--- src/hdl/lsp_pkg.sv ---
// Shared types and constants of the looped sample player.
// Used by every module in this folder; depends on nothing.
package lsp_pkg;

   localparam int ADDR_W     = 16;
   localparam int GAIN_W     = 16;
   localparam int CSR_DATA_W = 16;
   localparam int SMOOTH_W   = 32;

   // Smoother coefficients: 0.001 and 0.999 as 16-bit fractions summing to one.
   localparam logic [6:0]  COEF_NEW = 7'd66;
   localparam logic [15:0] COEF_OLD = 16'd65470;

   localparam int RAMP_LEN    = 256;
   localparam int FADE_W      = $clog2(RAMP_LEN + 1);
   localparam int SCALE_SHIFT = $clog2(RAMP_LEN) + 14;

   typedef enum logic {
      KIND_LOAD = 1'b0,
      KIND_TICK = 1'b1
   } kind_type;

   typedef enum logic [1:0] {
      CSR_LOOP_START  = 2'd0,
      CSR_LOOP_END    = 2'd1,
      CSR_GAIN_TARGET = 2'd2,
      CSR_MONO_SOURCE = 2'd3
   } csr_index_type;

   typedef enum logic [1:0] {
      ST_IDLE,
      ST_ACCESS,
      ST_MUL1,
      ST_MUL2
   } state_type;

   typedef struct packed {
      logic capture;
      logic commit;
   } smooth_ctl_type;

   typedef struct packed {
      logic wr_en;
      logic rd_en;
   } store_ctl_type;

endpackage

--- src/hdl/lsp_sample_scaler.sv ---
// Scales one sample by gain and fade in two multiply stages, then rounds
// half away from zero and saturates. Depends on lsp_pkg.
module lsp_sample_scaler #(
   parameter int SAMPLE_BITS = 16
) (
   input  logic                              clock,
   input  logic                              stage_en,
   input  logic signed [SAMPLE_BITS-1:0]     sample,
   input  logic [lsp_pkg::GAIN_W-1:0]        gain,
   input  logic [lsp_pkg::FADE_W-1:0]        fade,
   output logic signed [SAMPLE_BITS-1:0]     result
);

   localparam int P1W = SAMPLE_BITS + lsp_pkg::GAIN_W;
   localparam int P2W = P1W + lsp_pkg::FADE_W;
   localparam int QW  = P2W + 1 - lsp_pkg::SCALE_SHIFT;
   localparam logic [QW-1:0] POS_MAX = QW'((1 << (SAMPLE_BITS - 1)) - 1);
   localparam logic [QW-1:0] NEG_MAX = QW'(1 << (SAMPLE_BITS - 1));
   localparam logic [P2W:0]  ROUND   = (P2W + 1)'(1) << (lsp_pkg::SCALE_SHIFT - 1);

   logic [SAMPLE_BITS-1:0] mag;
   logic [P1W-1:0] p1_ff;
   logic neg_ff;
   logic [P2W-1:0] p2;
   logic [P2W:0] rounded;
   logic [QW-1:0] q;
   logic [QW-1:0] q_neg;

   assign mag = sample[SAMPLE_BITS-1] ? (~sample + 1'b1) : sample;

   always_ff @(posedge clock) begin
      if (stage_en) begin
         p1_ff  <= mag * gain;
         neg_ff <= sample[SAMPLE_BITS-1];
      end
   end

   always_comb begin
      p2 = p1_ff * fade;
      rounded = {1'b0, p2} + ROUND;
      q = rounded[P2W:lsp_pkg::SCALE_SHIFT];
      q_neg = ~q + 1'b1;
      if (neg_ff) begin
         result = (q > NEG_MAX) ? NEG_MAX[SAMPLE_BITS-1:0] : q_neg[SAMPLE_BITS-1:0];
      end else begin
         result = (q > POS_MAX) ? POS_MAX[SAMPLE_BITS-1:0] : q[SAMPLE_BITS-1:0];
      end
   end

endmodule
--- config.mk ---
export PLATFORM = sky130hd
export DESIGN_NAME = lsp_sample_scaler
export DESIGN_NICKNAME = d
export VERILOG_FILES = /design/src/hdl/lsp_pkg.sv /design/src/hdl/lsp_sample_scaler.sv
export SDC_FILE = /design/constraint.sdc
export NUM_CORES = 1
export LEC_CHECK = 0
export ABC_AREA = 1
export BUFFER_PORTS_ARGS = -buffer_cell sky130_fd_sc_hd__buf_2
export CAP_MARGIN = 25
export CORE_ASPECT_RATIO = 1.2
export CORE_MARGIN = 1
export CORE_UTILIZATION = 39
export CTS_BUF_LIST = sky130_fd_sc_hd__clkbuf_2 sky130_fd_sc_hd__clkbuf_4 sky130_fd_sc_hd__clkbuf_8
export CTS_CLUSTER_DIAMETER = 80
export DETAILED_ROUTE_END_ITERATION = 16
export GPL_ROUTABILITY_DRIVEN = 1
export MAX_ROUTING_LAYER = met4
export PLACE_DENSITY = 0.65
export SKIP_CTS_REPAIR_TIMING = 1
export SYNTH_ARGS = -nofsm -noshare
export SYNTH_HDL_FRONTEND = slang
export SYNTH_SLANG_ARGS = --single-unit
--- constraint.sdc ---
create_clock -name clock -period 9.37 [get_ports clock]
set_input_delay 0.4685 -clock clock [delete_from_list [all_inputs] [get_ports clock]]
set_output_delay 0.4685 -clock clock [all_outputs]
set_load 0.005 [all_outputs]
# Yosys cells after proc, flatten, opt, wreduce, memory -nomap -nowiden
# Cells that the tools add are included.
[word_totals]
out_inout_bits = 16
register_bits = 33
input_bits = 43
word_cells = 15
[op_classes]
magnitude_cmp = 2
multipliers = 2
n_bitwise = 2
n_mux = 4
addsub = 3
[op_table]
columns = ["operator", "count"]
rows = [
  ["16-bit two-way mux", 4],
  ["41-bit by 22-bit adder with 42-bit output (second input constant)", 1],
  ["32-bit by 9-bit multiplier with 41-bit output", 1],
  ["16-bit by 1-bit adder with 16-bit output (second input constant)", 2],
  ["16-bit by 16-bit multiplier with 32-bit output", 1],
  ["16-bit NOT", 2],
  ["20-bit by 15-bit greater-than comparator with 1-bit output (second input constant)", 1],
  ["20-bit by 16-bit greater-than comparator with 1-bit output (second input constant)", 1],
]

# Depth between registers and ports, before layout
# Gate-level depths: netlist of the first run.
[depth]
word_depth = 6
ltp_mapped = 40

# Worst setup path before layout of the first run
# OpenSTA, ideal clock, no wires.
[synth_timing]
path_type = "input-to-reg"
startpoint = "input port sample[0]"
endpoint = "register p1_ff[29], data pin"
t_required_ps = 9105
slack_ps = 1779
cell_stages = 39
arrival_ps = 7326
setup_ps = 265
path_buffers = 3
path_cell_list = "clkbuf_1 > clkbuf_1 > inv_1 > ha_1 > nand2_1 > nor2_1 > inv_1 > nor2_1 > nand2_1 > inv_1 > nand2_1 > nor3_1 > a21oi_1 > inv_1 > or2_2 > nand2_1 > clkbuf_1 > nand2_1 > [3 not listed] > inv_1 > fa_1 > inv_1 > fa_1 > inv_1 > fa_1 > inv_1 > fa_1 > ha_1 > nand2_1 > nor2_1 > nand3_1 > o2111ai_1 > a21oi_1 > o21bai_1 > a21oi_1 > o21ai_0 > xor2_1"
[synth_between]
elab_chain_len = 4
[synth_rtl]
columns = ["element", "line", "rtl"]
rows = [
  ["start: declaration", "lsp_sample_scaler.sv:8", "input logic signed [SAMPLE_BITS-1:0] sample,"],
  ["16-bit NOT", "lsp_sample_scaler.sv:29", "assign mag = sample[SAMPLE_BITS-1] ? (~sample + 1'b1) : sample;"],
  ["16-bit by 1-bit adder with 16-bit output", "lsp_sample_scaler.sv:29", ""],
  ["16-bit two-way mux (*)", "lsp_sample_scaler.sv:29", ""],
  ["16-bit by 16-bit multiplier with 32-bit output (*)", "lsp_sample_scaler.sv:33", "p1_ff <= mag * gain;"],
  ["end signal: assignment", "lsp_sample_scaler.sv:33", ""],
  ["end: declaration", "lsp_sample_scaler.sv:22", "logic [P1W-1:0] p1_ff;"],
]
# Every way passes the cells marked *; elsewhere a longest branch is shown, timed or not.
# A chain may end at the register's enable or synchronous reset.

# Worst setup path after layout of the first run
# Ends and elaborated chain as after synthesis.

==> results.txt, run 1 <==
Worst-path maximum fanout - 18
Relative slew margins - 42.22%
Clock buffer count from CTS - 5
Die footprint - 54380 um^2
Count of routing violations after the opening detailed-route iteration - 917
Syn avg cell area - 7.349 um^2
Global-route wire length before repair - 87300 um
NumNets Final - 3454
Growth of design area from synthesis to finish - 4.256%
Arrival time of the worst setup path - 7.72 ns
Die Span Y - 255.2 um
Total DRC errors in the routed layout - 0
Worst setup SP type - primary input
Total number of H-tree levels - 2
Maximum single-stage delay on the critical path - 0.55 ns
Initial Util - 39.62%
Post-synthesis instance area - 20840 um^2
Cell count of the worst hold path - 1
Outcome - completed
Post-layout min period - 7.703 ns
Final setup margin - 1.667 ns
Most numerous cell on the critical path - sky130_fd_sc_hd__inv_1
Vias in the first global route - 17446
Antenna Violating Nets Remaining - 0
Biggest area consumer among synthesized cells - sky130_fd_sc_hd__fa_1
Critical path type - in -> reg
Worst slew pin tran - 0.8595 ns
Chip Width - 213.0 um
Area of the core - 52610 um^2
Remaining global-route overflow - 0
Place WS - 1.429 ns
Post-synthesis sequential element count - 33
Worst Setup SP - sample[0]
Clock slew seen by the registers of the worst setup and hold paths - 0.06 ns
Top cells by area, synth - sky130_fd_sc_hd__fa_1 39%, sky130_fd_sc_hd__nand2_1 15%, sky130_fd_sc_hd__inv_1 14%
Min-Delay Path Class - in -> reg
Deepest clock path buffer count - 2
Finish-stage setup viols - 0
Post-detailed-route wirelength per cell - 14.96 um
Number of pins with negative max-slew slack in the final report - 0
Detailed Routing Iterations Pass 1 - 5
Placer Congestion - 0.9746
Row count - 92
Post-Route Hold Slack - 0.6152 ns
Root buffer cell - sky130_fd_sc_hd__clkbuf_8
Sum of routed wire length over all layers - 52550 um
Fraction of layout cells with a size suffix above 1 - 5.488%
Startpoint of the lowest-slack hold path - sample[15]
Sequential area share after synthesis - 4.754%
CTS tree - yes
Clk sink count - 33
Count of port buffers added during placement - 58
Final critical-path share of the clock period - 82.21%
Yosys cell types - 48
Kind of end point of the critical path - flip-flop
RSZ-0062 raised after global routing - false
Number of antenna violations at the first check in global routing - 1
Ys Warns - 0
Via-per-instance ratio - 4.783
Layout filler cell count - 5533
Fraction of synthesized cell area taken by the top area cell type - 38.90%
Number of violations of the max-capacitance limit - 0
Final count of hold timing violations - 0
Maximum clock rate - 129.8 MHz
Post-detail-place hpwl - 44870 um
Required time reported for the critical path endpoint - 9.39 ns
Post-Synthesis Cells - 2836
Largest net degree at the start of global routing - 34
Total vias in the final route - 16799
Total Routing Usage GR - 20.98%
Number of top-level pins - 59
Net count after synthesis - 3485
Setup total negative slack - 0 ns
Max stage delay cell, worst path - sky130_fd_sc_hd__fa_1
-- routing by layer --
metal | GRT usage (%) | part of all wire (%) | vias to the layer above
met5 | - | 0 | -
met1 | 24.76 | 41 | 8180
met4 | 7.276 | 3.4 | 0
met3 | 1.043 | 4.2 | 95
li1 | - | - | 8097
met2 | 37.83 | 52 | 427
-- layout make-up --
cell class	instances	area, um^2	share of cell area (%)
Antenna cell	1	2.502	0.01152
Inverter	780	2928	13.47
Timing Repair Buffer	61	312.8	1.440
Multi-Input combinational cell	1924	16520	76.03
Sequential cell	33	991.0	4.560
Clock buffer	7	83.83	0.3858
Clock inverter	1	7.507	0.03455
Tap cell	705	882.1	4.059
-- stage by stage --
stage / instances / utilization [%] / cell area, um^2
floorplan: 2836 / - / 20840
global placement: 3503 / 41.13 / 21640
detailed placement: 3503 / 41.13 / 21640
CTS: 3511 / 41.30 / 21730
global route: 3512 / 41.31 / 21730
finish: 3512 / 41.31 / 21730
-- Yosys cell counts (all sizes together) --
cell and count:
a21boi 1, a21o 2, a21oi 68, a31o 1
a31oi 2, and3 1, buf 11, clkbuf 88
clkinv 4, edfxtp 33, fa 405, ha 201
inv 776, nand2 839, nand3 68, nand3b 14
nand4 15, nor2 188, nor3 14, nor4 5
o2111ai 1, o21a 3, o21ai 43, o21bai 6
o221a 1, o221ai 1, or2 6, xnor2 12
xor2 27
-- critical path, delay by kind of cell --
kind                     cells  cell delay [ns]
adder cells (fa/ha/maj)      8             3.60
AND/OR/NAND/NOR             12             1.56
AO/OA/AOI/OAI                6             1.15
buffers and inverters       10             0.83
XOR/XNOR                     1             0.09
-- registers in the layout, summed over array words and instances (netlist names) --
signal	cells
p1_ff	32
neg_ff	1
-- logic make-up after synthesis --
group,count (synthesis),share of synthesized area (%)
AO/OA/AOI/OAI,129,3.392
adder cells (fa/ha/maj),606,50.97
flip-flops,33,4.754
buffers and inverters,879,15.97
AND/OR/NAND/NOR,1150,23.24
XOR/XNOR,39,1.675
-- worst paths after layout --
| path | end | slack, ns |
|---|---|---|
| setup / recovery | p1_ff[29] | 1.67 |
| hold / removal | neg_ff | 0.62 |
-- placed cells by master, fill, tap and decap left out, drive strengths merged --
cell,instances
clkbuf,7
a31o,1
nor4,5
o21ai,43
a21oi,68
ha,201
edfxtp,33
xnor2,12
nand3,68
nor3,14
o221a,1
o221ai,1
diode,1
buf,61
xor2,27
clkinv,4
nand4,15
a21o,2
o21a,3
nand3b,14
fa,405
clkinvlp,1
and3,1
a31oi,2
nand2,839
inv,776
a21boi,1
nor2,188
o21bai,6
or2,6
o2111ai,1
Power of run 1 is not shown: default switching activity piles up to over one toggle a cycle in this logic, so the estimate is an artifact.
==> run 2: changes to the inputs <==
Clock period 9.37 ns to 7.58 ns, I/O delays scaled along.
==> results.txt, run 2 (synthesis gave the netlist of run 1 again) <==
Outcome - completed
Fraction of layout cells with a size suffix above 1 - 6.226%
Placer Congestion - 0.9454
Startpoint of the lowest-slack hold path - sample[15]
Post-layout min period - 7.054 ns
Number of antenna violations at the first check in global routing - 1
Worst path depth - 37
Number of violations of the max-capacitance limit - 0
Register name with the most flops - p1_ff
Kind of end point of the critical path - flip-flop
Number of flip-flops in the largest register - 32
Relative slew margins - 48.02%
Number of top-level pins - 59
Finish-stage setup viols - 0
Clk sink count - 33
Critical path type - in -> reg
Finished Cell Area - 21900 um^2
Final count of hold timing violations - 0
Total Routing Usage GR - 20.86%
Growth of design area from synthesis to finish - 5.067%
Area of the core - 52610 um^2
Setup total negative slack - 0 ns
Deepest clock path buffer count - 2
Arrival time of the worst setup path - 7.09 ns
Min-Delay Path Class - in -> reg
Largest net degree at the start of global routing - 34
Most frequent standard cell in the layout excluding fill and tap cells - sky130_fd_sc_hd__nand2_1
Worst Setup SP - sample[0]
Via-per-instance ratio - 4.774
Initial Util - 39.62%
Total DRC errors in the routed layout - 0
Worst setup SP type - primary input
Clock slew seen by the registers of the worst setup and hold paths - 0.07 ns
CTS tree - yes
Count of routing violations after the opening detailed-route iteration - 796
Largest delay contributor family on the critical path - adder cells
Post-detail-place hpwl - 45550 um
Critical path buffers and inverters - 11
NumNets Final - 3475
Final critical-path share of the clock period - 93.06%
Required time reported for the critical path endpoint - 7.62 ns
Count of port buffers added during placement - 58
Total vias in the final route - 16866
Row count - 92
Remaining global-route overflow - 0
Die Span Y - 255.2 um
Maximum single-stage delay on the critical path - 0.52 ns
Root buffer cell - sky130_fd_sc_hd__clkbuf_8
Antenna Violating Nets Remaining - 0
Detailed Routing Iterations Pass 1 - 5
Clock buffer count from CTS - 5
Most numerous cell on the critical path - sky130_fd_sc_hd__inv_1
Cell area after placement - 21810 um^2
Number of pins with negative max-slew slack in the final report - 0
Total number of H-tree levels - 2
End point of the critical path - p1_ff[29]
Chip Width - 213.0 um
Largest registers - p1_ff x32, neg_ff x1
Vias in the first global route - 17483
Most frequent cells in the layout - 811 x sky130_fd_sc_hd__nand2_1, 766 x sky130_fd_sc_hd__inv_1, 405 x sky130_fd_sc_hd__fa_1
Sum of routed wire length over all layers - 52480 um
Maximum clock rate - 141.8 MHz
Post-detailed-route wirelength per cell - 14.86 um
Global-route wire length before repair - 86980 um
RSZ-0062 raised after global routing - false
Die footprint - 54380 um^2
Max stage delay cell, worst path - sky130_fd_sc_hd__fa_1
Layout filler cell count - 5519
Worst slew pin tran - 0.7796 ns
Post-layout utilization of the core - 41.63%
Worst-path maximum fanout - 8
run 2: routing by layer:
layer | global-route usage (%) | vias up | share of wire (%)
li1 | - | 8145 | -
met4 | 8.037 | 0 | 4.1
met2 | 38.19 | 420 | 51
met5 | - | - | 0
met1 | 24.08 | 8180 | 41
met3 | 0.6258 | 121 | 3.6
run 2: area by class of cell:
| type | instances | area (um^2) | area share, % |
|---|---|---|---|
| tap | 705 | 882.1 | 4.028 |
| clock buffer | 5 | 68.82 | 0.3142 |
| sequential | 33 | 991.0 | 4.525 |
| antenna | 1 | 2.502 | 0.01143 |
| timing repair buffer | 82 | 483.0 | 2.205 |
| inverter | 780 | 2928 | 13.37 |
| clock inverter | 3 | 17.52 | 0.07999 |
| multi-input combinational | 1924 | 16530 | 75.47 |
run 2: how the worst min path moves through the flow:
stage	end	cells after the start
after floorplan	neg_ff	0
after global placement	neg_ff	2
after detailed placement	neg_ff	2
after CTS	neg_ff	2
after global routing	neg_ff	2
final	neg_ff	2
run 2: per-stage QoR:
| step | hold WS (ns) | setup slack (ns) | instances |
|---|---|---|---|
| 2_1_floorplan | 0.4779 | 0.07871 | 2836 |
| 3_3_place_gp | 0.8225 | 0.2666 | 3524 |
| 3_5_place_dp | 0.8208 | 0.1973 | 3524 |
| 4_1_cts | 0.5231 | 0.5013 | 3532 |
| 5_1_grt | 0.5472 | 0.05458 | 3533 |
| 6_report | 0.5437 | 0.5259 | 3533 |
Power of run 2 is left out for the same reason.
==> run 3: changes to the inputs <==
Settings changed: ABC_AREA 1 to 0, GPL_TIMING_DRIVEN set to 0.
==> results.txt, run 3 <==
Count of port buffers added during placement - 58
Sequential area share after synthesis - 4.996%
Number of violations of the max-capacitance limit - 0
Final count of hold timing violations - 0
Net count after synthesis - 2877
Placer Congestion - 0.9612
Top cells by area, synth - sky130_fd_sc_hd__fa_1 41%, sky130_fd_sc_hd__ha_1 13%, sky130_fd_sc_hd__and2_1 8.5%
Placed Cells - 2930
Most frequent cells in the layout - 418 x sky130_fd_sc_hd__inv_1, 405 x sky130_fd_sc_hd__fa_1, 332 x sky130_fd_sc_hd__nand2_1
Die footprint - 51770 um^2
Footprint of the multi-input gates - 17450 um^2
Vias in the first global route - 16649
Asr flop ratio synth - 0%
Post-synthesis instance area - 19840 um^2
Leading cell type by number of instances after synthesis - sky130_fd_sc_hd__inv_1
Register name with the most flops - p1_ff
Ys Warns - 0
Post-layout utilization of the core - 43.67%
Root buffer cell - sky130_fd_sc_hd__clkbuf_8
Worst-path maximum fanout - 4
Largest registers - p1_ff x32, neg_ff x1
Post-synth top cells - 423 x sky130_fd_sc_hd__inv_1, 405 x sky130_fd_sc_hd__fa_1, 334 x sky130_fd_sc_hd__nand2_1, 269 x sky130_fd_sc_hd__and2_1, 201 x sky130_fd_sc_hd__ha_1
Finish-stage setup viols - 0
Flip-flop and latch area - 991.0 um^2
Deepest clock path buffer count - 2
Post-layout min period - 7.468 ns
Total Routing Usage GR - 21.02%
Global-route wire length before repair - 85190 um
Post-synthesis sequential element count - 33
Yosys cell types - 86
NumNets Final - 2975
Maximum single-stage delay on the critical path - 0.59 ns
CTS tree - yes
Fraction of layout cells with a size suffix above 1 - 10.53%
Count of routing violations after the opening detailed-route iteration - 787
Sum of routed wire length over all layers - 51800 um
Kind of end point of the critical path - flip-flop
Detailed Routing Iterations Pass 1 - 5
Relative slew margins - 28.38%
Most numerous cell on the critical path - sky130_fd_sc_hd__fa_1
Number of flip-flops in the largest register - 32
Growth of design area from synthesis to finish - 10.57%
Initial Util - 39.49%
Clk sink count - 33
Worst slew pin tran - 1.063 ns
Primary FF master, synth - sky130_fd_sc_hd__edfxtp_1
Die Span Y - 249.0 um
Biggest area consumer among synthesized cells - sky130_fd_sc_hd__fa_1
Total DRC errors in the routed layout - 0
Antenna Violating Nets Remaining - 0
Remaining global-route overflow - 0
Critical path type - in -> reg
Post-detailed-route wirelength per cell - 17.42 um
Most frequent standard cell in the layout excluding fill and tap cells - sky130_fd_sc_hd__inv_1
Post-detail-place hpwl - 44430 um
Cell count of the worst hold path - 1
Clock buffer count from CTS - 5
Total vias in the final route - 15560
Startpoint of the lowest-slack hold path - sample[15]
Min-Delay Path Class - in -> reg
Number of antenna violations at the first check in global routing - 2
Worst setup SP type - primary input
Chip Width - 207.9 um
Total number of H-tree levels - 2
Setup total negative slack - 0 ns
Row count - 90
Non-filler instance count after layout - 2973
Arrival time of the worst setup path - 7.59 ns
Number of top-level pins - 59
Hold-critical path endpoint - neg_ff
Syn avg cell area - 8.903 um^2
Layout filler cell count - 4913
Post-Synthesis Cells - 2228
Fraction of synthesized cell area taken by the top area cell type - 40.88%
Maximum clock rate - 133.9 MHz
EDFF count, synth - 33
Outcome - completed
Via-per-instance ratio - 5.234
Largest net degree at the start of global routing - 34
Required time reported for the critical path endpoint - 7.70 ns
Final critical-path share of the clock period - 98.52%
Max stage delay cell, worst path - sky130_fd_sc_hd__or4_4
Area of the core - 50220 um^2
Number of pins with negative max-slew slack in the final report - 0
Clock slew seen by the registers of the worst setup and hold paths - 0.07 ns
-- run 3: cell count changes in the layout (fill, tap and decap cells not counted), moves of 13 or more --
cell / change
sky130_fd_sc_hd__clkbuf_1: +37
sky130_fd_sc_hd__nor2_1: -131
sky130_fd_sc_hd__and2_1: +269
sky130_fd_sc_hd__nand2_2: -23
sky130_fd_sc_hd__a21o_1: +25
sky130_fd_sc_hd__nand3_1: -36
sky130_fd_sc_hd__inv_1: -348
sky130_fd_sc_hd__nand2_1: -479
sky130_fd_sc_hd__a21oi_1: -13
sky130_fd_sc_hd__clkbuf_2: +28
sky130_fd_sc_hd__xor2_1: -15
sky130_fd_sc_hd__buf_4: +14
-- run 3: area by class of cell --
class	count	share of cell area [%]
Sequential cell	33	4.518
Timing Repair Buffer	96	2.659
Inverter	424	7.257
Tap cell	644	3.674
Antenna cell	2	0.02282
Buffer	81	1.820
Clock inverter	2	0.1540
Clock buffer	6	0.3480
Multi-Input combinational cell	1685	79.55
-- run 3: cells by family (layout without fill, tap and decap cells) --
family,after synthesis,in the layout,synth area share [%]
adder cells (fa/ha/maj),606,606,53.55
multiplexers,8,8,0.4226
AO/OA/AOI/OAI,239,240,9.046
other,0,2,0
buffers and inverters,511,609,9.752
AND/OR/NAND/NOR,786,786,20.24
XOR/XNOR,45,45,1.987
flip-flops,33,33,4.996
-- run 3: per-stage QoR --
step	hold slack, ns	worst slack (ns)	area, um^2
4_1_cts	0.4454	-1.047	21110
3_3_place_gp	0.7610	-1.892	20990
2_1_floorplan	0.4779	0.01721	19890
6_report	0.4729	0.1122	21930
3_5_place_dp	0.7713	-1.347	21000
5_1_grt	0.4573	-0.09579	21930
-- run 3: metal layers --
metal	GRT usage, %	share of wire [%]
met3	1.046	3.8
met4	8.233	4.2
met2	37.66	51
met5	-	0
met1	24.71	41
-- run 3: worst max-delay path by stage --
| stage | from | endpoint | cells past startpoint |
|---|---|---|---|
| after floorplan | sample[6] | p1_ff[29] | 27 |
| after global placement | sample[6] | p1_ff[28] | 24 |
| after detailed placement | sample[6] | p1_ff[28] | 24 |
| after CTS | sample[6] | p1_ff[28] | 28 |
| after global routing | sample[8] | p1_ff[28] | 26 |
| final | sample[8] | p1_ff[28] | 27 |
-- run 3: critical path, delay by kind of cell --
family                     cells  cell delay [ns]
adders and majority gates      7             3.28
and+or+nand+nor                8             2.15
AOI/OAI and AO/OA              5             1.06
buffers and inverters          6             0.55
xor gates and xnor gates       1             0.16
Power of run 3 is left out for the same reason.
