[src/hdl/lsp_pkg.sv]
// Shared types and constants of the looped sample player.
// Used by every module in this folder; depends on nothing.
package lsp_pkg;

   localparam int ADDR_W     = 16;
   localparam int GAIN_W     = 16;
   localparam int CSR_DATA_W = 16;
   localparam int SMOOTH_W   = 32;

   // Smoother coefficients: 0.001 and 0.999 as 16-bit fractions summing to one.
   localparam logic [6:0]  COEF_NEW = 7'd66;
   localparam logic [15:0] COEF_OLD = 16'd65470;

   localparam int RAMP_LEN    = 256;
   localparam int FADE_W      = $clog2(RAMP_LEN + 1);
   localparam int SCALE_SHIFT = $clog2(RAMP_LEN) + 14;

   typedef enum logic {
      KIND_LOAD = 1'b0,
      KIND_TICK = 1'b1
   } kind_type;

   typedef enum logic [1:0] {
      CSR_LOOP_START  = 2'd0,
      CSR_LOOP_END    = 2'd1,
      CSR_GAIN_TARGET = 2'd2,
      CSR_MONO_SOURCE = 2'd3
   } csr_index_type;

   typedef enum logic [1:0] {
      ST_IDLE,
      ST_ACCESS,
      ST_MUL1,
      ST_MUL2
   } state_type;

   typedef struct packed {
      logic capture;
      logic commit;
   } smooth_ctl_type;

   typedef struct packed {
      logic wr_en;
      logic rd_en;
   } store_ctl_type;

endpackage

[src/hdl/lsp_gain_smoother.sv]
// One-pole gain smoother: Q2.30 state moved toward the Q2.14 target per tick.
// The old-state product is registered before the commit cycle. Depends on lsp_pkg.
module lsp_gain_smoother (
   input  logic                          clock,
   input  logic                          reset,
   input  lsp_pkg::smooth_ctl_type       ctl,
   input  logic [lsp_pkg::GAIN_W-1:0]    gain_target,
   output logic [lsp_pkg::GAIN_W-1:0]    gain
);

   logic [lsp_pkg::SMOOTH_W-1:0] smooth_ff, smooth_in;
   logic [47:0] prod_ff;
   logic [lsp_pkg::GAIN_W-1:0] gain_ff, gain_in;
   logic [22:0] target_term;
   logic [48:0] sum;
   logic [32:0] next_raw;
   logic [16:0] gain_raw;

   always_comb begin
      target_term = lsp_pkg::COEF_NEW * gain_target;
      sum = {10'b0, target_term, 16'b0} + {1'b0, prod_ff} + 49'd32768;
      next_raw = sum[48:16];
      smooth_in = next_raw[32] ? {lsp_pkg::SMOOTH_W{1'b1}} : next_raw[31:0];
      gain_raw = 17'({1'b0, smooth_in[31:16]}) + 17'(smooth_in[15]);
      gain_in = gain_raw[16] ? {lsp_pkg::GAIN_W{1'b1}} : gain_raw[15:0];
   end

   always_ff @(posedge clock) begin
      if (ctl.capture) begin
         prod_ff <= lsp_pkg::COEF_OLD * smooth_ff;
      end
      if (ctl.commit) begin
         gain_ff <= gain_in;
      end
   end

   always_ff @(posedge clock) begin
      if (reset) begin
         smooth_ff <= '0;
      end else if (ctl.commit) begin
         smooth_ff <= smooth_in;
      end
   end

   assign gain = gain_ff;

endmodule

[config.mk]
export PLATFORM = sky130hd
export DESIGN_NAME = lsp_gain_smoother
export DESIGN_NICKNAME = d
export VERILOG_FILES = /design/src/hdl/lsp_pkg.sv /design/src/hdl/lsp_gain_smoother.sv
export SDC_FILE = /design/constraint.sdc
export NUM_CORES = 1
export LEC_CHECK = 0
export BUFFER_PORTS_ARGS = -buffer_cell sky130_fd_sc_hd__buf_2
export CORE_ASPECT_RATIO = 1.2
export CORE_UTILIZATION = 59
export DETAILED_ROUTE_END_ITERATION = 8
export GPL_TIMING_DRIVEN = 1
export PLACE_DENSITY = 0.79
export SYNTH_ARGS = -nofsm -noshare
export SYNTH_HDL_FRONTEND = slang
export SYNTH_SLANG_ARGS = --single-unit
export TNS_END_PERCENT = 20
[constraint.sdc]
create_clock -name clock -period 15.6 [get_ports clock]
set_input_delay 3.12 -clock clock [delete_from_list [all_inputs] [get_ports clock]]
set_output_delay 3.12 -clock clock [all_outputs]
set_load 0.1 [all_outputs]
Yosys cells after proc, flatten, opt, wreduce, memory -nomap -nowiden
Index checks and enable logic that the tools add are counted.

Flip-flop bits (word level): 95. Bits in latches: 0. Bits in writable memories: 0. Memory bits (read-only): 0. Bits of input ports: 20. Word-level logic and storage cells: 9. Memories kept: 0.

Add/subtract/negate cells: 3. Multipliers: 2. Divide/modulo/power cells: 0. Magnitude comparators: 0. Equality and inequality tests: 0. Shifts and indexed selects: 0. Multiplexer cells: 1. Bitwise operators: 0. Reduce and logical (&&, ||, !) cells: 0.

Operators by type and width (number): $add A39 B48 Y49 (1); $add A49 B16 Y49 const B (1); $mul A15 B32 Y47 const A (1); $mux W32 (1); $mul A6 B16 Y22 const A (1); $add A16 B1 Y17 (1).

Logic depth before layout (Yosys ltp)
Gate-level depths: netlist of the first run.

Depth after elaboration: 5. Gate-level depth with buffers: 31.

Worst setup path after synthesis of the first run
OpenSTA, ideal clock, no wires.

Path type: in2reg. Start point: in gain_target[2] in the netlist's numbering. End point: reg gain_ff, in the netlist gain[13], data pin. Setup time: 0.254 ns. Arrival time: 8.691 ns. Required time: 15.346 ns. Path slack: 6.655 ns. Stages on the path: 31. Path through: ha_1 -> ha_1 -> ha_1 -> inv_1 -> fa_1 -> nor2b_1 -> o21ai_0 -> a21boi_0 -> o21ai_0 -> a21boi_0 -> o21ai_0 -> a21boi_0 -> o21a_1 -> nor2_1 -> xnor2_1 -> ha_1 -> buf_2 -> nand4_1 -> a311o_1 -> a21o_1 -> a21oi_2 -> clkbuf_1 -> nor2_1 -> inv_1 -> ha_1 -> inv_1 -> or2_0 -> o41ai_4 -> nand2_2 -> a211o_1 -> o21a_1.

Word-level cells in the longest chain between the ends: 5.

Ends and longest elaborated chain: start: declaration (RTL line lsp_gain_smoother.sv:7) `input logic [lsp_pkg::GAIN_W-1:0] gain_target,`; $mul A6 B16 Y22 (RTL line lsp_gain_smoother.sv:20) `target_term = lsp_pkg::COEF_NEW * gain_target;`; $add A39 B48 Y49 (RTL line lsp_gain_smoother.sv:21) `sum = {10'b0, target_term, 16'b0} + {1'b0, prod_ff} + 49'd32768;`; $add A49 B16 Y49 (RTL line lsp_gain_smoother.sv:21); $mux W32 (RTL line lsp_gain_smoother.sv:23) `smooth_in = next_raw[32] ? {lsp_pkg::SMOOTH_W{1'b1}} : next_raw[31:0];`; net smooth_in, one bit (RTL line lsp_gain_smoother.sv:11) `logic [lsp_pkg::SMOOTH_W-1:0] smooth_ff, smooth_in;`; $add A16 B1 Y17 (RTL line lsp_gain_smoother.sv:24) `gain_raw = 17'({1'b0, smooth_in[31:16]}) + 17'(smooth_in[15]);`; end signal: assignment (RTL line lsp_gain_smoother.sv:33) `gain_ff <= gain_in;`; end: declaration (RTL line lsp_gain_smoother.sv:13) `logic [lsp_pkg::GAIN_W-1:0] gain_ff, gain_in;`.

The timed path passes the listed nets, and every way through them passes these cells. A chain may end at the register's enable or synchronous reset.

Final worst setup path of the first run
Same ends and word-level chain as after synthesis.

==> impl_results.md, run 1 <==
- Status: finished, final reports clean
- Crit path max-delay cell type: a21oi_2
- Synth cell types: 75
- Final non-filler cell total: 1,784
- WP buf/inv: 4
- CP Launch Type: input port
- Ratio of final minimum period to clock period: 60.9%
- CP endpoint kind: flop
- CTS tree: done
- Placed Instances: 1,768
- Core ar.: 24,100 µm²
- DR vias: 10,200
- Gpl congestion: 0.954
- Placement Rows: 62
- DRC: 0
- Clock Pin Slew Worst Setup and Hold Paths: 60 ps
- CTS max path bufs: 2
- Setup violators final: 0
- Post-synth EDFFs: 49
- Worst-skew pair later-pin latency: 340 ps
- Largest net degree at the start of global routing: 75
- Most frequent cells in the layout: inv_1, fa_1, ha_1, nor2_1, a21oi_1
- Seq/Total Area, Yosys: 14.5%
- Critical path's largest stage delay: 590 ps
- Share of cells above drive strength 1: 5.33%
- Final nets: 1,931
- Yosys reg bits: 81
- Top delay family on crit path: compound AO/OA/AOI/OAI gates
- Clock root cell: clkbuf_16
- Die span in y: 174 µm
- Setup TNS: 0 ps
- Fmax: 105 MHz
- Fillers: 1,928
- Cells after Synth: 1,431
- Initial DRC Count: 616
- Diode count: 0
- Hold buffers post-CTS: 0
- Sink Count: 81
- Most common cell after layout, fill and taps aside: inv_1
- Reg2reg setup slack: 7920 ps
- Grt ovf: 0
- Post-synth top area share: 36.4%
- Synth-to-Final Area Change: 5.50%
- H-Tree Depth: 3
- CTS Buf Count: 9
- Critical Path Most Common Cell: ha_1
- Synth area leader: fa_1
- Top cells by area in the synthesized netlist: fa_1, ha_1, edfxtp_1
- DP Wirelength: 29,400 µm
- Hold/Removal Path Class: reg -> reg
- Post-synth top flop: edfxtp_1
- Area occupied by multi-input gates: 11,200 µm²
- Port bufs: 35
- Drt total wl: 33,500 µm
- Pre-Repair DR Iteration Count: 6
- Final Hold Vio Count: 0
- Max-slew violations: 0
- First-pass GRT wire length: 56,200 µm
- GRT Resource Usage Total: 28.6%
- Minimum clock period: 9500 ps
- I/O Pins: 36
- Antenna-violating nets left: 0
- Initial antenna violation count: 0
- Floorplan die width: 146 µm
- Syn nets: 1,903
- Tightest Pin Transition: 809 ps
- Die area: 25,400 µm²
- WP data required: 15,690 ps
- Post-Syn Area per Cell: 10.2 µm²
- Rel. slew slack: 46.1%
- Fin Clk Skew: 10.9 ps
- Initial core utilization: 60.5%
- Synth async-reset ratio: 0%
- Worst EP arrival: 9590 ps
- RSZ-0062 raised after global routing: no
- Maxcap violations: 0
- Vias in the first global route: 11,000
- Post-CTS setup buffer count: 0
- Worst-path maximum fanout: 16
- Register area: 2110 µm²
- CTS resizes: 0
- Post-synthesis cell area: 14,600 µm²
- Yosys warning count: 0
- Kind of critical path: in -> reg
- Vias per cell: 5.74
- WL per Instance: 18.8 µm
==> state kept, by name (all words and copies together) (netlist names) <==
name       flops
prod_ff       33
smooth_ff     32
gain          16
==> worst paths after layout <==
path | to | depth (start not counted) | from
worst max register to register | prod_ff[46] | 23 | smooth_ff[9]
worst min register to register | smooth_ff[22] | 2 | smooth_ff[22]
worst min-delay path | smooth_ff[22] | 2 | smooth_ff[22]
worst max-delay path | gain[13] | 30 | gain_target[2]
==> per-layer routing <==
| metal | vias up | global-route usage, % | part of all wire [%] |
|---|---|---|---|
| met4 | 0 | 10.6 | 4.0 |
| met2 | 277 | 51.9 | 53 |
| li1 | 4752 | - | - |
| met3 | 79 | 2.86 | 3.6 |
| met5 | - | 0 | 0 |
| met1 | 5131 | 35.1 | 40 |
==> cells in the mapped netlist, types with 19 or more instances <==
cell type and count:
o21a_1 19, nand3_1 24, nor2_1 96, inv_1 327
nand2_1 39, edfxtp_1 49, o21ai_0 34, ha_1 187
a211oi_1 20, a21oi_1 54, dfxtp_1 32, fa_1 265
xnor2_1 44
==> worst min-delay path, stage by stage, from the launching register on <==
cell and delay (ps):
dfxtp_1 350, nor2_1 110, a311oi_1 50
==> stage by stage <==
step	hold WS [ps]	area, µm²	setup slack [ps]	utilization (%)
2_1_floorplan	485	14600	6660	-
3_3_place_gp	534	15100	6130	62.6
3_5_place_dp	549	15100	5870	62.6
4_1_cts	563	15400	6200	63.8
5_1_grt	586	15400	5590	63.8
6_report	562	15400	6100	63.8
==> cell families after synthesis <==
family | synth area share (%)
and+or+nand+nor | 8.56
muxes | 0.626
buffers and inverters | 9.04
xor gates and xnor gates | 3.77
adders and majority gates | 52.4
DFF | 14.5
AOI/OAI and AO/OA | 11.2
==> final cells by class <==
| type | instances | share of cell area, % |
|---|---|---|
| sequential | 81 | 13.7 |
| clock buffer | 11 | 1.58 |
| clock inverter | 5 | 0.341 |
| tap | 320 | 2.60 |
| multi-input combinational | 1002 | 72.5 |
| timing repair buffer | 38 | 1.28 |
| inverter | 327 | 7.97 |
Power of run 1 is not shown: default switching activity piles up to over one toggle a cycle in this logic, so the estimate is an artifact.
==> inputs of run 2 (changes only) <==
--- a/config.mk
+++ b/config.mk
@@ -10,7 +10,7 @@
 export CORE_UTILIZATION = 59
 export DETAILED_ROUTE_END_ITERATION = 8
 export GPL_TIMING_DRIVEN = 1
-export PLACE_DENSITY = 0.79
+export PLACE_DENSITY = 0.82
 export SYNTH_ARGS = -nofsm -noshare
 export SYNTH_HDL_FRONTEND = slang
 export SYNTH_SLANG_ARGS = --single-unit
==> constraint.sdc (replaced) <==
create_clock -name clock -period 7.9 [get_ports clock]
set_input_delay 1.58 -clock clock [delete_from_list [all_inputs] [get_ports clock]]
set_output_delay 1.58 -clock clock [all_outputs]
set_load 0.1 [all_outputs]
==> run 2 against run 1 <==
Effect of this change: die area unchanged; setup slack worse by 5600 ps; final area increased by 0.33%; hold slack got worse by 23 ps; non-clock buffer count increased by 8; first-iteration DRC count grew 5.4%; critical path depth decreased by 7; final cell count is 0.45% higher; clock-buffer cell count is 1 lower; sequential share of layout area about the same; utilization rose by 0.21 points; via count up 0.76%; highest routed layer unchanged.
==> impl_results.md, run 2 (synthesis results as in run 1) <==
- Worst Setup SP: smooth_ff[9] (was gain_target[2])
- Hold buffers post-CTS: 0 (unchanged)
- Worst EP arrival: 7500 ps (was 9590 ps)
- Diode count: 0 (unchanged)
- Reg with most FFs: prod_ff (unchanged)
- Worst-path maximum fanout: 5 (was 16)
- Hold/Removal Path Class: reg -> reg (unchanged)
- Initial antenna violation count: 0 (unchanged)
- DRC: 0 (unchanged)
- Most frequent cells in the layout: inv_1, fa_1, ha_1, nor2_1, a21oi_1 (unchanged)
- Gpl congestion: 0.948 (was 0.954)
- Fmax: 136 MHz
- HP Start: smooth_ff[11] (was smooth_ff[22])
- Share of cells above drive strength 1: 5.98% (was 5.33%)
- Floorplan die width: 146 µm (unchanged)
- Minimum clock period: 7360 ps
- Setup TNS: 0 ps (unchanged)
- Max-slew violations: 0 (unchanged)
- CP endpoint kind: flop (unchanged)
- Clock Pin Slew Worst Setup and Hold Paths: 60 ps (about the same)
- Grt ovf: 0 (unchanged)
- DR vias: 10,300 (was 10,200)
- CTS max path bufs: 2 (unchanged)
- Rel. slew slack: 44.7% (was 46.1%)
- R2R Path Start: smooth_ff[9] (unchanged)
- Post-CTS setup buffer count: 0 (unchanged)
- Die span in y: 174 µm (unchanged)
- Clock root cell: clkbuf_16 (unchanged)
- Die area: 25,400 µm² (unchanged)
- Largest net degree at the start of global routing: 75 (unchanged)
- H-Tree Depth: 3 (unchanged)
- R2R Path End: prod_ff[46] (unchanged)
- Kind of critical path: reg -> reg (was in -> reg)
- Max reg flops: 33 (unchanged)
- RSZ-0062 raised after global routing: no (unchanged)
- Ratio of final minimum period to clock period: 93.1%
- Port bufs: 35 (unchanged)
- CTS Buf Count: 9 (unchanged)
- CTS tree: done (unchanged)
- Pre-Repair DR Iteration Count: 5 (was 6)
- Initial core utilization: 60.5% (unchanged)
- Reg2reg setup slack: 540 ps (was 7920 ps)
- Fin Clk Skew: 7.78 ps (was 10.9 ps)
- Final Hold Vio Count: 0 (unchanged)
- CTS resizes: 0 (unchanged)
- Worst-skew pair later-pin latency: 340 ps (about the same)
- DP Wirelength: 30,400 µm (was 29,400 µm)
- CP Launch Type: flop (was input port)
- Maxcap violations: 0 (unchanged)
- Vias in the first global route: 11,300 (was 11,000)
- First-pass GRT wire length: 57,400 µm (was 56,200 µm)
- Vias per cell: 5.76 (was 5.74)
- Sink Count: 81 (unchanged)
- Hold depth: 2 (unchanged)
- Most common cell after layout, fill and taps aside: inv_1 (unchanged)
- Antenna-violating nets left: 0 (unchanged)
- Drt total wl: 34,800 µm (was 33,500 µm)
- Setup violators final: 0 (unchanged)
- WP data required: 8040 ps (was 15,690 ps)
- Final nets: 1,939 (was 1,931)
- Status: finished, final reports clean (unchanged)
- Tightest Pin Transition: 830 ps (was 809 ps)
- Core ar.: 24,100 µm² (unchanged)
- Hold endpoint: smooth_ff[11] (was smooth_ff[22])
- Initial DRC Count: 649 (was 616)
- R2r worst-path depth: 23 (unchanged)
- Synth-to-Final Area Change: 5.84% (was 5.50%)
- Placement Rows: 62 (unchanged)
- GRT Resource Usage Total: 29.3% (was 28.6%)
- WL per Instance: 19.4 µm (was 18.8 µm)
- I/O Pins: 36 (unchanged)
## run 2: changes by cell type in the layout (fill, tap and decap cells not counted)
cell / before / now
inv_6: 0 / 3
clkbuf_1: 1 / 0
o221ai_2: 0 / 1
buf_4: 3 / 11
inv_4: 3 / 0
clkinv_2: 0 / 2
o221ai_1: 3 / 2
bufinv_16: 1 / 0
## run 2: routing by layer
metal / up-vias / GRT usage [%] / wire [µm]
met4: 0 / 16.8 / 2340
met1: 5132 / 33.3 / 13100
met2: 287 / 53.3 / 18000
li1: 4777 / - / -
met3: 121 / 3.60 / 1320
met5: - / 0 / 0
## run 2: cell type report
cell class,instances,area [µm²]
clock buffer,10,239
clock inverter,6,40.0
fill,1912,8680
inverter,327,1230
multi-input combinational,1002,11200
sequential,81,2110
tap,320,400
timing repair buffer,46,258
## run 2: worst max-delay path, stage by stage, from the launching register on
cell      delay, ps
dfxtp_1         430
inv_1           160
fa_1            560
inv_1           150
fa_1            570
inv_1            50
fa_1            490
inv_1            60
fa_1            510
fa_1            590
inv_1            70
fa_1            530
inv_1            50
ha_1            320
a21oi_1         200
nand2_1         100
o221ai_2        360
o211ai_1        270
a31oi_1         360
o21ai_0         230
a41o_1          340
a31oi_1         300
nand2_1         130
o311ai_0        300
## run 2: per-stage QoR
stage / instances / cell area [µm²] / util [%] / worst slack [ps] / hold WS [ps]
2_1_floorplan: 1431 / 14600 / - / 495 / 485
6_report: 1792 / 15400 / 64.0 / 542 / 540
4_1_cts: 1792 / 15400 / 64.0 / 439 / 539
5_1_grt: 1792 / 15400 / 64.0 / 126 / 573
3_3_place_gp: 1776 / 15200 / 62.8 / 457 / 530
3_5_place_dp: 1776 / 15200 / 62.8 / 234 / 529
## run 2: worst max-delay path by stage
stage	endpoint	slack, ps
2_1_floorplan	gain[13]	500
3_3_place_gp	gain[14]	460
3_5_place_dp	gain[14]	230
4_1_cts	prod_ff[46]	440
5_1_grt	gain[14]	130
6_report	prod_ff[46]	540
Power of run 2 is left out for the same reason.
==> inputs of run 3 (changes only) <==
--- a/config.mk
+++ b/config.mk
@@ -5,12 +5,14 @@
 export SDC_FILE = /design/constraint.sdc
 export NUM_CORES = 1
 export LEC_CHECK = 0
-export BUFFER_PORTS_ARGS = -buffer_cell sky130_fd_sc_hd__buf_2
 export CORE_ASPECT_RATIO = 1.2
+export CORE_MARGIN = 2
 export CORE_UTILIZATION = 59
 export DETAILED_ROUTE_END_ITERATION = 8
+export DONT_BUFFER_PORTS = 1
 export GPL_TIMING_DRIVEN = 1
-export PLACE_DENSITY = 0.82
+export PLACE_DENSITY = 0.81
+export SKIP_LAST_GASP = 1
 export SYNTH_ARGS = -nofsm -noshare
 export SYNTH_HDL_FRONTEND = slang
 export SYNTH_SLANG_ARGS = --single-unit
==> run 3 against run 2 <==
Effect of this change: maximum frequency increased by 0.21%; critical path depth increased by 2; first-iteration DRC count decreased by 14%; global-route usage decreased by 0.92 points; sequential share of layout area increased by 0.13 points; via count decreased by 1.0%; non-clock buffer count decreased by 38; clock skew increased by 2.2 ps; setup slack improved by 15 ps; critical path type is now in -> reg.
==> impl_results.md, run 3 (synthesis results as in run 1) <==
- Fin Clk Skew: 9.97 ps (was 7.78 ps)
- Final non-filler cell total: 1,759 (was 1,792)
- Setup ws final: 557 ps (was 542 ps)
- Reg2reg setup slack: 690 ps (was 540 ps)
- Floorplan die width: 148 µm (was 146 µm)
- Rel. slew slack: 34.8% (was 44.7%)
- HP Start: smooth_ff[11] (unchanged)
- Layer with the highest usage: met2 (unchanged)
- Sink Count: 81 (unchanged)
- Met3 usage: 3.70% (was 3.60%)
- DP Wirelength: 30,100 µm (was 30,400 µm)
- Worst Setup SP: gain_target[2] (was smooth_ff[9])
- Vias in the first global route: 11,200 (was 11,300)
- Dpl ws: 275 ps (was 234 ps)
- Maxcap violations: 0 (unchanged)
- Grt ovf: 0 (unchanged)
- Initial core utilization: 59.5% (was 60.5%)
- Clock root cell: clkbuf_16 (unchanged)
- CTS max path bufs: 2 (unchanged)
- Setup violators final: 0 (unchanged)
- Kind of critical path: in -> reg (was reg -> reg)
- Pre-Repair DR Iteration Count: 5 (unchanged)
- Drt total wl: 34,300 µm (was 34,800 µm)
- Minimum clock period: 7340 ps (was 7360 ps)
- Diode count: 0 (unchanged)
- RSZ-0062 raised after global routing: yes (was no)
- Post-CTS setup buffer count: 0 (unchanged)
- Area occupied by multi-input gates: 11,200 µm² (about the same)
- Port bufs: 0 (was 35)
- WP data required: 7980 ps (was 8040 ps)
- Worst EP arrival: 7430 ps (was 7500 ps)
- H-Tree Depth: 3 (unchanged)
- Vias per cell: 5.80 (was 5.76)
- GRT Resource Usage Total: 28.4% (was 29.3%)
- Placement Rows: 63 (was 62)
- CTS tree: done (unchanged)
- Final core utilization: 62.4% (was 64.0%)
- CP Launch Type: input port (was flop)
- Met2 Track Usage GR: 52.0% (was 53.3%)
- Worst-path maximum fanout: 6 (was 5)
- Gpl congestion: 0.946 (was 0.948)
- Initial antenna violation count: 0 (unchanged)
- CTS Buf Count: 9 (unchanged)
- DRC: 0 (unchanged)
- Ratio of final minimum period to clock period: 92.9% (was 93.1%)
- Die span in y: 176 µm (was 174 µm)
- Initial DRC Count: 559 (was 649)
- Status: finished, final reports clean (unchanged)
- First-pass GRT wire length: 57,500 µm (was 57,400 µm)
- Fmax: 136 MHz (about the same)
- Placed Instances: 1,743 (was 1,776)
- Reg with most FFs: prod_ff (unchanged)
- DR vias: 10,200 (was 10,300)
- Largest net degree at the start of global routing: 75 (unchanged)
- Final Hold Vio Count: 0 (unchanged)
- WL per Instance: 19.5 µm (was 19.4 µm)
- Fillers: 1,926 (was 1,912)
- Most common cell after layout, fill and taps aside: inv_1 (unchanged)
- Antenna-violating nets left: 0 (unchanged)
- Max reg flops: 33 (unchanged)
- Synth-to-Final Area Change: 4.82% (was 5.84%)
- Tightest Pin Transition: 979 ps (was 830 ps)
- Share of cells above drive strength 1: 3.56% (was 5.98%)
- Final nets: 1,901 (was 1,939)
- Setup TNS: 0 ps (unchanged)
- Worst-skew pair later-pin latency: 340 ps (about the same)
- Die area: 26,000 µm² (was 25,400 µm²)
- Register area: 2110 µm² (unchanged)
- Core ar.: 24,500 µm² (was 24,100 µm²)
- Hold/Removal Path Class: reg -> reg (unchanged)
- Clock Pin Slew Worst Setup and Hold Paths: 60 ps (about the same)
- Max-slew violations: 0 (unchanged)
- Met1 Resource Use GR: 32.9% (was 33.3%)
- Most frequent cells in the layout: inv_1, fa_1, ha_1, nor2_1, a21oi_1 (unchanged)
- R2R Path Start: smooth_ff[6] (was smooth_ff[9])
- I/O Pins: 36 (unchanged)
- CP endpoint kind: flop (unchanged)
==> run 3: cell types whose count changed in the layout (fill, tap and decap cells not counted), sizes merged <==
cell | before | now
buf | 46 | 8
bufinv | 0 | 2
inv | 330 | 328
clkinv | 3 | 2
clkinvlp | 0 | 1
==> run 3: final cells by class <==
cell class                 count  area share, %
multi-input combinational   1002           73.0
sequential                    81           13.8
inverter                     327           8.02
tap                          325           2.66
clock buffer                  10           1.50
clock inverter                 6          0.589
timing repair buffer           8          0.393
==> run 3: metal layers <==
| layer | vias to the layer above | share of wire, % |
|---|---|---|
| met5 | - | 0 |
| met4 | 0 | 5.5 |
| met3 | 103 | 3.8 |
| met2 | 310 | 53 |
| met1 | 5105 | 38 |
| li1 | 4691 | - |
==> run 3: final timing paths <==
kind                            cells after the start            end
worst max register to register                     20    prod_ff[47]
worst max-delay path                               25       gain[14]
worst min-delay path                                2  smooth_ff[11]
worst min register to register                      2  smooth_ff[11]
==> run 3: critical path: stages <==
cell and delay, ps:
ha_1 270, ha_1 290, ha_1 220, inv_1 70, fa_1 200, nor2b_1 60, o21ai_0 190, a21boi_0 140
o21ai_0 230, a21boi_1 120, o21ai_0 210, a21boi_0 140, o21a_1 220, or4b_2 620, nand4b_1 130, ha_1 280
and3_1 260, and3_1 190, o21a_1 160, a311oi_1 330, nand4_2 270, nor4b_2 470, o211a_2 340, nor4bb_1 340
a21oi_1 80
==> run 3: through the flow <==
stage / instance area (µm²) / hold WS, ps
after floorplan: 14600 / 485
after global placement: 15000 / 514
after detailed placement: 15000 / 512
after CTS: 15300 / 524
after global routing: 15300 / 549
final: 15300 / 529
==> run 3: repair_timing <==
action / 4_1_cts / 5_1_grt
hold buffers: 0 / 0
endpoints found under the setup margin: 0 / 4
gates resized for setup: 0 / 3
Power of run 3 is left out for the same reason.
